**config.mk**
```make
export PLATFORM = sky130hd
export DESIGN_NAME = teeu_ctrl
export DESIGN_NICKNAME = d
export VERILOG_FILES = /design/src/hw/rtl/teeu_pkg.sv /design/src/hw/rtl/teeu_ctrl.sv
export VERILOG_INCLUDE_DIRS = /design/src /design/src/hw/rtl
export SDC_FILE = /design/constraint.sdc
export NUM_CORES = 1
export LEC_CHECK = 0
export BUFFER_PORTS_ARGS = -buffer_cell sky130_fd_sc_hd__buf_4
export CORE_AREA = 4 4 41 43
export CTS_BUF_LIST = sky130_fd_sc_hd__clkbuf_2
export DETAILED_ROUTE_END_ITERATION = 6
export DIE_AREA = 0 0 45 47
export PLACE_DENSITY = 0.32
export SLEW_MARGIN = 30
export SYNTH_ARGS = -nofsm -noshare
export SYNTH_HDL_FRONTEND = slang
export SYNTH_SLANG_ARGS = --single-unit
```
**constraint.sdc**
```tcl
create_clock -name clk -period 1.6 [get_ports clk]
set_clock_uncertainty 0.2 [all_clocks]
set_input_delay 0.08 -clock clk [delete_from_list [all_inputs] [get_ports clk]]
set_output_delay 0.08 -clock clk [all_outputs]
set_load 0.01 [all_outputs]
```
**src/hw/rtl/trapezoid_energy_estimator_unit_assert.svh**
```systemverilog
// Assertion macros used by the estimator controller.
`ifndef TRAPEZOID_ENERGY_ESTIMATOR_UNIT_ASSERT_SVH
`define TRAPEZOID_ENERGY_ESTIMATOR_UNIT_ASSERT_SVH

// Consequent must hold in the same cycle as the antecedent.
`define TEEU_ASSERT_SAME(lbl, ante, cons, msg) \
  lbl: assert property (@(posedge clk) disable iff (!rst_n) (ante) |-> (cons)) \
    else $error(msg);

// Consequent must hold in the cycle after the antecedent.
`define TEEU_ASSERT_NEXT(lbl, ante, cons, msg) \
  lbl: assert property (@(posedge clk) disable iff (!rst_n) (ante) |=> (cons)) \
    else $error(msg);

`endif

```
**src/hw/rtl/teeu_pkg.sv**
```systemverilog
package teeu_pkg;

  // Field widths.
  localparam int CurW     = 16;
  localparam int TimeW    = 32;
  localparam int PowerW   = 30;
  localparam int EnergyW  = 64;
  localparam int CountW   = 32;
  localparam int VoltW    = 16;
  localparam int PfW      = 16;
  localparam int StandbyW = 20;
  localparam int CfgIdxW  = 3;
  localparam int CfgDataW = 32;

  // Fixed-point scaling: Q4 volts times Q15 power factor.
  localparam int PowerShift = 19;

  // Register reset values.
  localparam logic [VoltW-1:0]    VoltReset   = 16'd3680;
  localparam logic [PfW-1:0]      PfOne       = 16'd32768;
  localparam logic [StandbyW-1:0] StandbyReset = 20'd0;
  localparam logic [TimeW-1:0]    MaxGapReset = 32'd60000;

  // Configuration register indexes.
  typedef enum logic [CfgIdxW-1:0] {
    CFG_ENABLE  = 3'd0,
    CFG_VOLTAGE = 3'd1,
    CFG_PF      = 3'd2,
    CFG_STANDBY = 3'd3,
    CFG_MAX_GAP = 3'd4
  } cfg_idx_t;

  // Input word.
  typedef struct packed {
    logic             mode;
    logic [CurW-1:0]  current_ma;
    logic             current_ok;
    logic             state_known;
    logic             unit_on;
    logic [TimeW-1:0] now_ms;
  } in_word_t;

  // Result word.
  typedef struct packed {
    logic               accepted;
    logic [PowerW-1:0]  power_mw;
    logic               power_ok;
    logic               energy_ok;
    logic [EnergyW-1:0] energy_uj;
    logic [CountW-1:0]  sample_total;
    logic [CountW-1:0]  integrated_total;
    logic [CountW-1:0]  skipped_total;
    logic [TimeW-1:0]   last_time_ms;
  } out_word_t;

  // Sequencer states.
  typedef enum logic [2:0] {
    ST_IDLE,
    ST_MUL_VI,
    ST_MUL_PF,
    ST_MUL_E,
    ST_UPD
  } state_t;

  // Commands from the controller to the datapath.
  typedef struct packed {
    logic load;
    logic mul_vi;
    logic mul_pf;
    logic mul_e;
    logic commit;
  } cmd_t;

  // Status from the datapath to the controller.
  typedef struct packed {
    logic out_busy;
  } sts_t;

endpackage

```
**src/hw/rtl/teeu_ctrl.sv**
```systemverilog
`include "trapezoid_energy_estimator_unit_assert.svh"

module teeu_ctrl (
  input  logic           clk,
  input  logic           rst_n,
  input  logic           in_valid,
  output logic           in_stall,
  input  teeu_pkg::sts_t sts,
  output teeu_pkg::cmd_t cmd
);
  import teeu_pkg::*;

  state_t state_r, state_nxt;
  logic   take;

  assign take = in_valid && !in_stall;

  // Next-state logic.
  always_comb begin
    state_nxt = state_r;
    unique case (state_r)
      ST_IDLE:   if (in_valid) state_nxt = ST_MUL_VI;
      ST_MUL_VI: state_nxt = ST_MUL_PF;
      ST_MUL_PF: state_nxt = ST_MUL_E;
      ST_MUL_E:  state_nxt = ST_UPD;
      ST_UPD:    if (!sts.out_busy) state_nxt = ST_IDLE;
      default:   state_nxt = ST_IDLE;
    endcase
  end

  always_ff @(posedge clk) begin
    if (!rst_n) begin
      state_r <= ST_IDLE;
    end else begin
      state_r <= state_nxt;
    end
  end

  // Output decode.
  always_comb begin
    cmd      = '0;
    in_stall = 1'b1;
    unique case (state_r)
      ST_IDLE: begin
        in_stall = 1'b0;
        cmd.load = in_valid;
      end
      ST_MUL_VI: cmd.mul_vi = 1'b1;
      ST_MUL_PF: cmd.mul_pf = 1'b1;
      ST_MUL_E:  cmd.mul_e  = 1'b1;
      ST_UPD:    cmd.commit = !sts.out_busy;
      default: ;
    endcase
  end

  // An accepted word always starts the multiply sequence.
  `TEEU_ASSERT_NEXT(a_take_starts, take, state_r == ST_MUL_VI, "accept did not start sequence")
  // A full output register holds the sequencer in the commit state.
  `TEEU_ASSERT_NEXT(a_upd_holds, state_r == ST_UPD && sts.out_busy, state_r == ST_UPD, "commit state left while output full")
  // Commit never overwrites a result that is still waiting.
  `TEEU_ASSERT_SAME(a_commit_free, cmd.commit, !sts.out_busy, "commit while output full")

endmodule
```
### Yosys cells after proc, flatten, opt, wreduce, memory -nomap -nowiden

Cells that the tools add are included.

* bits in registers: 3
* output and inout port bits: 6
* input bits: 4
* logic and storage cells: 19

* mux-type cells: 9
* reduce and logical (&&, ||, !) cells: 3
* eq/ne operators: 6

Operators with widths (number)
* case mux 3 bit (5 select lines): 1
* == test 3 x 2 -> 1 bit, second input constant: 2
* two-way mux 1 bit: 6
* two-way mux 3 bit: 2
* inequality test 2 bit, second input constant: 2
* == test 3 x 1 -> 1 bit, second input constant: 1
* == test 3 bit, second input constant: 1
* zero test 3 bit: 1
* AND reduction 2 bit: 1
* zero test 1 bit: 1

### Logic depth before layout (Yosys ltp)

Gate-level depths: netlist of run 1.

* depth in word-level cells: 3
* depth in mapped cells: 2
* depth with buffers taken out: 2

### Worst setup path before layout of run 1

Ideal clock, no wire load.

* kind: reg-to-output
* start: register state_r[1]
* end: output cmd[4] (netlist bit)
* arrival: 0.956 ns
* stages on the path, launching flop included: 3
* data required time: 1.320 ns
* setup slack: 0.364 ns
* buffers on the path: 0
* cells stage by stage: dfxtp_1 -> or3_1 -> nor2_1

RTL lines
* start: declaration: RTL line teeu_ctrl.sv:13 `state_t state_r, state_nxt;`
* start signal: assignment: RTL line teeu_ctrl.sv:35 `state_r <= state_nxt;`
* end: declaration: RTL line teeu_ctrl.sv:9 `output teeu_pkg::cmd_t cmd`

==> results of run 1 <==
synthesized netlist by cell type, drive strengths merged:
| library cell | count |
|---|---|
| xnor2 | 1 |
| inv | 1 |
| or3 | 1 |
| nor2 | 4 |
| nand2b | 1 |
| nor3b | 2 |
| and3b | 1 |
| nand2 | 1 |
| or3b | 1 |
| o2bb2ai | 1 |
| dfxtp | 3 |
| nor3 | 1 |
cell type report:
cell class	count	area (um2)	share of cell area (%)
Timing Repair Buffer	12	97.6	34.1
Multi-Input combinational cell	14	86.3	30.1
Sequential cell	3	60.1	21.0
Clock buffer	4	20.0	6.99
Tap cell	15	18.8	6.55
Inverter	1	3.75	1.31
layer usage:
layer  track usage (%)  wire length, um  vias up
li1                  -                -       92
met1              4.99              203       78
met2              6.50              154        7
met3              5.75               43        0
met4              1.75                0        0
met5                 0                0        -
stage by stage:
stage | total power [mW] | utilization, %
after floorplan | 0.122 | -
after global routing | 0.291 | 22.0
final | 0.266 | 22.0
after detailed placement | 0.156 | 18.2
after global placement | 0.157 | 18.2
after CTS | 0.274 | 22.0
worst max-delay path by stage:
stage / endpoint / from
2_1_floorplan: cmd[4] / state_r[1]$_SDFFE_PN0P_
3_3_place_gp: cmd[0] / state_r[2]$_SDFFE_PN0P_
3_5_place_dp: cmd[0] / state_r[1]$_SDFFE_PN0P_
4_1_cts: cmd[0] / state_r[1]$_SDFFE_PN0P_
5_1_grt: cmd[0] / state_r[2]$_SDFFE_PN0P_
6_report: cmd[0] / state_r[1]$_SDFFE_PN0P_
power by group:
part	internal (mW)	total [mW]	switching [mW]	leakage, nW
registers	0.0817	0.0918	0.0100	0.0246
logic	0.0412	0.0681	0.0269	0.0977
clock network	0.0660	0.106	0.0399	0.0166
total	0.189	0.266	0.0769	0.139
worst max-delay path, cell delays in order, from the launching register on:
cell,delay (ps)
sky130_fd_sc_hd__dfxtp_1,350
sky130_fd_sc_hd__or3b_1,410
sky130_fd_sc_hd__nor2_1,100
sky130_fd_sc_hd__buf_4,130
kinds of logic (layout without fill, tap and decap cells):
logic type	Yosys count	in the layout	synth area share (%)
AO/OA/AOI/OAI	1	1	5.83
XOR/XNOR	1	1	5.83
buffers and inverters	1	17	2.50
flip-flops	3	3	40.0
AND/OR/NAND/NOR	12	12	45.8
==> run summary, run 1 <==
The yosys synthesis warning count is 0. The number of global-route vias before repair came out at 166. The sort of element at the start of the critical path is a register. The number of instances resized during post-cts repair came out at 0. The cell chosen for the clock root is sky130_fd_sc_hd__clkbuf_2.

The static leakage came out at 0.139 nW. The average size of a mapped cell came out at 8.34 um2. Counting cells, the worst reg-to-reg path comes to 2.

The post-synthesis sequential element count came out at 3. The net count after synthesis is 22. The number of setup buffers added after CTS is 0. The layout filler cell count is 149.

The clock passes through at most 2 buffers. The TritonCTS clock tree is built. The type of the worst min-delay path is reg2reg. Leaving out fill and tap cells, the most frequent cell in the layout is sky130_fd_sc_hd__buf_4.

The worst-case setup slack after placement came out at 333 ps. The count of mapped cells out of synthesis is 18. The count of antenna-violating nets left after detailed routing came out at 0. During placement, the flow inserted port buffers numbering 9. The core region area came out at 0.00130 mm2. In this run the number of H-tree levels came out at 1. The number of flip-flops in the largest register came out at 3.

Measured against its own limit, the worst slew margin works out to 85.7%. The final number of max-transition violations is 0. The average vias per placed instance is 3.61. The number of unique standard cell types used by synthesis is 12. Data on the critical path arrives at its endpoint at 1190 ps. The number of remaining DRC errors is 0. The final-layout setup total negative slack came out at 0 ps. The number of diodes is 0.

The pin count of the biggest net entering global routing came out at 8. The number of violations of the max-capacitance limit is 0. The data required time of the critical path is 1320 ps.

10 I/O pins were placed. The floorplan has 13 rows. The total grt overflow came out at 0.

The vertical extent of the die came out at 47 um. Setup repair after global routing left no endpoint under its margin. The fraction of layout instances using a drive strength above 1 came out at 38.2%. The post-layout minimum cycle time came out at 1470 ps. The post-synthesis to final-layout area growth is 90.8%. Along the worst path, the maximum fanout reaches 7. At the pin with the least slew margin, the transition time is 215 ps. The hold path endpoint is state_r[0]$_SDFFE_PN0P_. The library cells used most frequently in the layout, excluding fill and tap cells, are sky130_fd_sc_hd__buf_4, sky130_fd_sc_hd__nor2_1, sky130_fd_sc_hd__clkbuf_2. The detailed router finished its first iteration with 2 violations. The total count of hold-check failures in the final report is 0. The detailed-route wire length per cell is 8.20 um. The final design instance area without fill is 287 um2. The hold path depth came out at 1. In this run the critical register-to-register path is launched from state_r[1]$_SDFFE_PN0P_. The number of nets at the end of the flow is 39. STA classifies the critical path endpoint as a primary output. The CTS sink count is 3.

The share of the synthesized area in the top cell type came out at 40.0%. Setup slack on the critical path of the routed design comes to 129 ps. The first global-routing pass estimated 683 um of wire. The placed instance area is 236 um2.

The clock transition at the register clock pins on the worst setup and hold paths after CTS came out at 40 ps. The portion of the clock cycle consumed by the worst path in the final layout came out at 91.9%. The die covers 0.00212 mm2. The CTS buffer count came out at 3. Ranked by total cell area, the synthesized netlist is headed by sky130_fd_sc_hd__dfxtp_1, sky130_fd_sc_hd__nor2_1, sky130_fd_sc_hd__nor3b_1, sky130_fd_sc_hd__and3b_1, sky130_fd_sc_hd__o2bb2ai_1.

The area of the mapped netlist is 150 um2. The source of the worst hold timing path is state_r[0]$_SDFFE_PN0P_. The estimated wirelength of the detail-placed design is 298 um. The number of iterations in the first detailed-routing pass came out at 2. The overall die width came out at 45 um. The number of cells in the finished layout apart from fillers came out at 49. In this run the power density over the cells is 928 mW/mm2. The number of hold-repair buffers added at the cts stage is 3. The critical path in this run is classified as reg2out. The initial antenna violation count came out at 0.

For this run, the register share of the synthesized area comes to 40.0%. The run finished with clean final reports. The number of endpoints failing setup at the final stage is 0. The detailed-route via count came out at 177. Based on the critical path, the design can be clocked at up to 680 MHz. Global routing used 4.97% of the available tracks. The biggest area consumer among synthesized cells is sky130_fd_sc_hd__dfxtp_1.

The worst register-to-register path ends at state_r[2]$_SDFFE_PN0P_. The maximum vdd ir drop is 0.483 mV. The final worst hold slack is 361 ps. The most flop-heavy register is state_r. The post-placement cell count is 42. The register-to-register setup slack came out at 410 ps. After detailed routing, the total wire length is 402 um.

The clock reaches the later pin of the worst-skew pair after 200 ps. The largest registers in the layout are state_r: 3 flops. The initial utilization of the core area, before any placement, comes to 11.5%. Routability-driven placement finished with a final weighted congestion of 0.643.
Power figures use the tool's default switching activity.
==> inputs of run 2 (changes only) <==
--- a/config.mk
+++ b/config.mk
@@ -7,5 +7,6 @@
 export NUM_CORES = 1
 export LEC_CHECK = 0
-export BUFFER_PORTS_ARGS = -buffer_cell sky130_fd_sc_hd__buf_4
+export ABC_AREA = 1
+export BUFFER_PORTS_ARGS = -buffer_cell sky130_fd_sc_hd__buf_2
 export CORE_AREA = 4 4 41 43
 export CTS_BUF_LIST = sky130_fd_sc_hd__clkbuf_2
==> constraint.sdc (replaced) <==
create_clock -name clk -period 1.6 [get_ports clk]
set_clock_uncertainty 0.2 [all_clocks]
set_input_delay 0.08 -clock clk [delete_from_list [all_inputs] [get_ports clk]]
set_output_delay 0.08 -clock clk [all_outputs]
set_load 0.005 [all_outputs]
==> run summary, run 2 <==
The number of rows in the core area was 13 (unchanged). The share of synthesized flip-flops with an asynchronous set or reset is 0% (unchanged). The data required time of the critical path came out at 1320 ps (about the same). The number of unique standard cell types used by synthesis was 8 (-4).

The number of iterations in the first detailed-routing pass was 2 (unchanged). The sequential cell area fraction in the yosys report came out at 38.4% (-1.6 points). The type of the worst min-delay path is in2reg.

The top flip-flop cell by instance count after synthesis is sky130_fd_sc_hd__dfxtp_1. The detailed-route via count is 199 (+12%). The category of the most critical setup path is in2out. The average vias per placed instance is 3.62 (+0.16%). The first-pass GRT wire length is 710 um (+4.0%).

The largest stage delay on the critical path is 530 ps (+120 ps). The share of the synthesized area in the top cell type came out at 38.4% (-1.6 points). The largest fanout of any net on the critical path is 2 (-5). The count of antenna-violating nets left after detailed routing is 0 (unchanged). In the final layout, the registers with the most flip-flops are state_r: 3 flops. The pin count of the biggest net entering global routing came out at 7 (-1). The total grt overflow came out at 0 (unchanged). The total wirelength of the detailed-routed design was 454 um (+13%). The clock network latency to the later pin of the worst-skew pair is 210 ps (about the same). The total count of hold-check failures in the final report came to 0 (unchanged). The maximum vdd ir drop is 0.362 mV (-25%). The count of pins on the block boundary is 10 (unchanged). The run finished with clean final reports.

The smallest setup slack after layout is 228 ps (+98.6 ps). The count of port buffers added during placement is 9 (unchanged). The average size of a mapped cell is 6.26 um2 (-25%). The effective utilization at floorplan came out at 12.0% (+0.48 points).

The overall die width is 45 um (unchanged). The number of nets at the end of the flow came to 45 (+15%). The slowest cell on the critical path is sky130_fd_sc_hd__dlygate4sd3_1. The violation count after the first detailed-routing iteration came out at 4 (+2). The CTS buffer count came out at 3 (unchanged). The worst-case setup slack after placement is 458 ps (+125 ps).

The number of H-tree levels came out at 1 (unchanged). The CTS sink count came out at 3 (unchanged). The most flop-heavy register is state_r. The number of flip-flops in the largest register is 3 (unchanged). Clock tree synthesis selected as its root buffer the cell sky130_fd_sc_hd__clkbuf_2. The post-layout minimum cycle time was 1370 ps (-98.6 ps). The portion of the clock cycle consumed by the worst path in the final layout is 85.8% (-6.2 points). The fraction of layout instances using a drive strength above 1 was 32.5% (-5.7 points).

In the layout the commonest cells are sky130_fd_sc_hd__buf_2, sky130_fd_sc_hd__inv_1, sky130_fd_sc_hd__nand3_1, sky130_fd_sc_hd__nor2_1, sky130_fd_sc_hd__clkbuf_2. The initial antenna violation count is 0 (unchanged). The number of diodes is 0 (unchanged). The number of endpoints failing setup at the final stage came to 0 (unchanged).

The power density over cell area came to 1010 mW/mm2 (+9.2%). The maximum frequency from static timing analysis is 729 MHz (+7.2%). Walking the worst path, the cells encountered are dlygate4sd3_1 > buf_2 > nor4_1 > buf_2. The relative slew slack came out at 83.1% (-2.6 points).

The detailed-route wire length per cell came out at 8.25 um (+0.62%). Ranked by total cell area, the synthesized netlist is headed by sky130_fd_sc_hd__dfxtp_1, sky130_fd_sc_hd__inv_1, sky130_fd_sc_hd__nand3_1, sky130_fd_sc_hd__nor2_1, sky130_fd_sc_hd__nand2_1. The net count after synthesis came out at 29 (+32%). The area of the mapped netlist was 156 um2 (+4.2%).

The total track usage came out at 5.37% (+0.39 points). The vertical extent of the die is 47 um (unchanged). The core region area was 0.00130 mm2 (unchanged). The number of global-route vias before repair is 179 (+7.8%). The count of mapped cells out of synthesis came out at 25 (+7). Setup repair after global routing left no endpoint under its margin. The clock transition at the register clock pins on the worst setup and hold paths after CTS is 40 ps (about the same). The signal arrival time at the worst endpoint came out at 1090 ps (-100 ps).

TritonCTS built the clock tree. The buffer levels on the longest clock path came out at 2 (unchanged). The yosys synthesis warning count is 0 (unchanged). The die outline area is 0.00212 mm2 (unchanged). Relative to the synthesized area, the layout overhead comes to 66.4%.

The global placement routability congestion is 0.649 (+1.0%). The synthesized design spends more area on one cell type than any other, namely sky130_fd_sc_hd__dfxtp_1. The number of violations of the max-capacitance limit came out at 0 (unchanged). Leaving out fill and tap cells, the most frequent cell in the layout is sky130_fd_sc_hd__buf_2. The static leakage came out at 0.155 nW (+11%).

The cell that appears most often on the critical path is sky130_fd_sc_hd__buf_2. The post-synthesis sequential element count came out at 3 (unchanged). The number of remaining DRC errors came out at 0 (unchanged).

Counting instances in the post-synthesis netlist gives the leading cell types as sky130_fd_sc_hd__inv_1, sky130_fd_sc_hd__nand3_1, sky130_fd_sc_hd__nor2_1. The final number of max-transition violations was 0 (unchanged). In the post-synthesis netlist, the cell with the most instances is sky130_fd_sc_hd__inv_1. The sort of element at the start of the critical path is an input port.

The final-layout setup total negative slack came to 0 ps (unchanged). The nature of the critical path endpoint is a primary output. The number of synthesized flops with an enable pin was 0 (unchanged). The pin slew with the least headroom to its limit is 252 ps (+37.3 ps).
==> run 2: kinds of logic after synthesis <==
| family | after synthesis | synth area share (%) |
|---|---|---|
| simple gates | 13 | 36.8 |
| buf+inv | 7 | 16.8 |
| flops | 3 | 38.4 |
| compound gates | 2 | 8.00 |
==> run 2: final cells by class <==
cell class	count	area [um2]
Sequential cell	3	60.1
Tap cell	15	18.8
Fill cell	164	1040
Multi-Input combinational cell	15	70.1
Clock buffer	4	20.0
Inverter	7	26.3
Timing Repair Buffer	11	65.1
==> run 2: where the power goes <==
part | leakage (nW) | internal (mW) | switching [mW]
clock network | 0.0166 | 0.0659 | 0.0404
registers | 0.0247 | 0.0831 | 0.00983
logic | 0.114 | 0.0319 | 0.0326
total | 0.155 | 0.181 | 0.0828
==> run 2: worst paths after layout <==
kind,startpoint,to,slack [ps],cells past startpoint
worst max-delay path,sts,cmd[0],230,4
worst max register to register,state_r[2]$_SDFFE_PN0P_,state_r[1]$_SDFFE_PN0P_,540,4
worst min-delay path,in_valid,state_r[0]$_SDFFE_PN0P_,50,5
worst min register to register,state_r[2]$_SDFFE_PN0P_,state_r[2]$_SDFFE_PN0P_,360,2
==> run 2: stage by stage <==
stage / cells / hold slack, ps / power (mW) / area, um2 / util (%)
floorplan: 25 / -9.71 / 0.128 / 156 / -
global placement: 49 / 108 / 0.157 / 220 / 16.9
detailed placement: 49 / 111 / 0.156 / 220 / 16.9
CTS: 55 / 46.6 / 0.270 / 260 / 20.0
global route: 55 / 78.5 / 0.291 / 260 / 20.0
finish: 55 / 54.2 / 0.264 / 260 / 20.0
==> run 2: what timing repair did <==
action / in CTS / in global routing
resized for setup: 0 / 0
endpoints found under the hold margin: 3 / 0
hold buffers: 2 / 0
buffers inserted: 0 / 0
==> run 2: worst max-delay path, delay by kind of cell <==
| kind | cells | cell delay [ps] |
|---|---|---|
| simple gates | 1 | 190 |
| buf+inv | 3 | 830 |
==> run 2: routing by layer <==
layer	part of all wire, %	wire length, um	vias to the layer above	track usage (%)
li1	-	-	107	-
met1	44	198	83	5.22
met2	40	183	9	6.78
met3	16	72	0	5.75
met4	0	0	0	3.51
met5	0	0	-	0
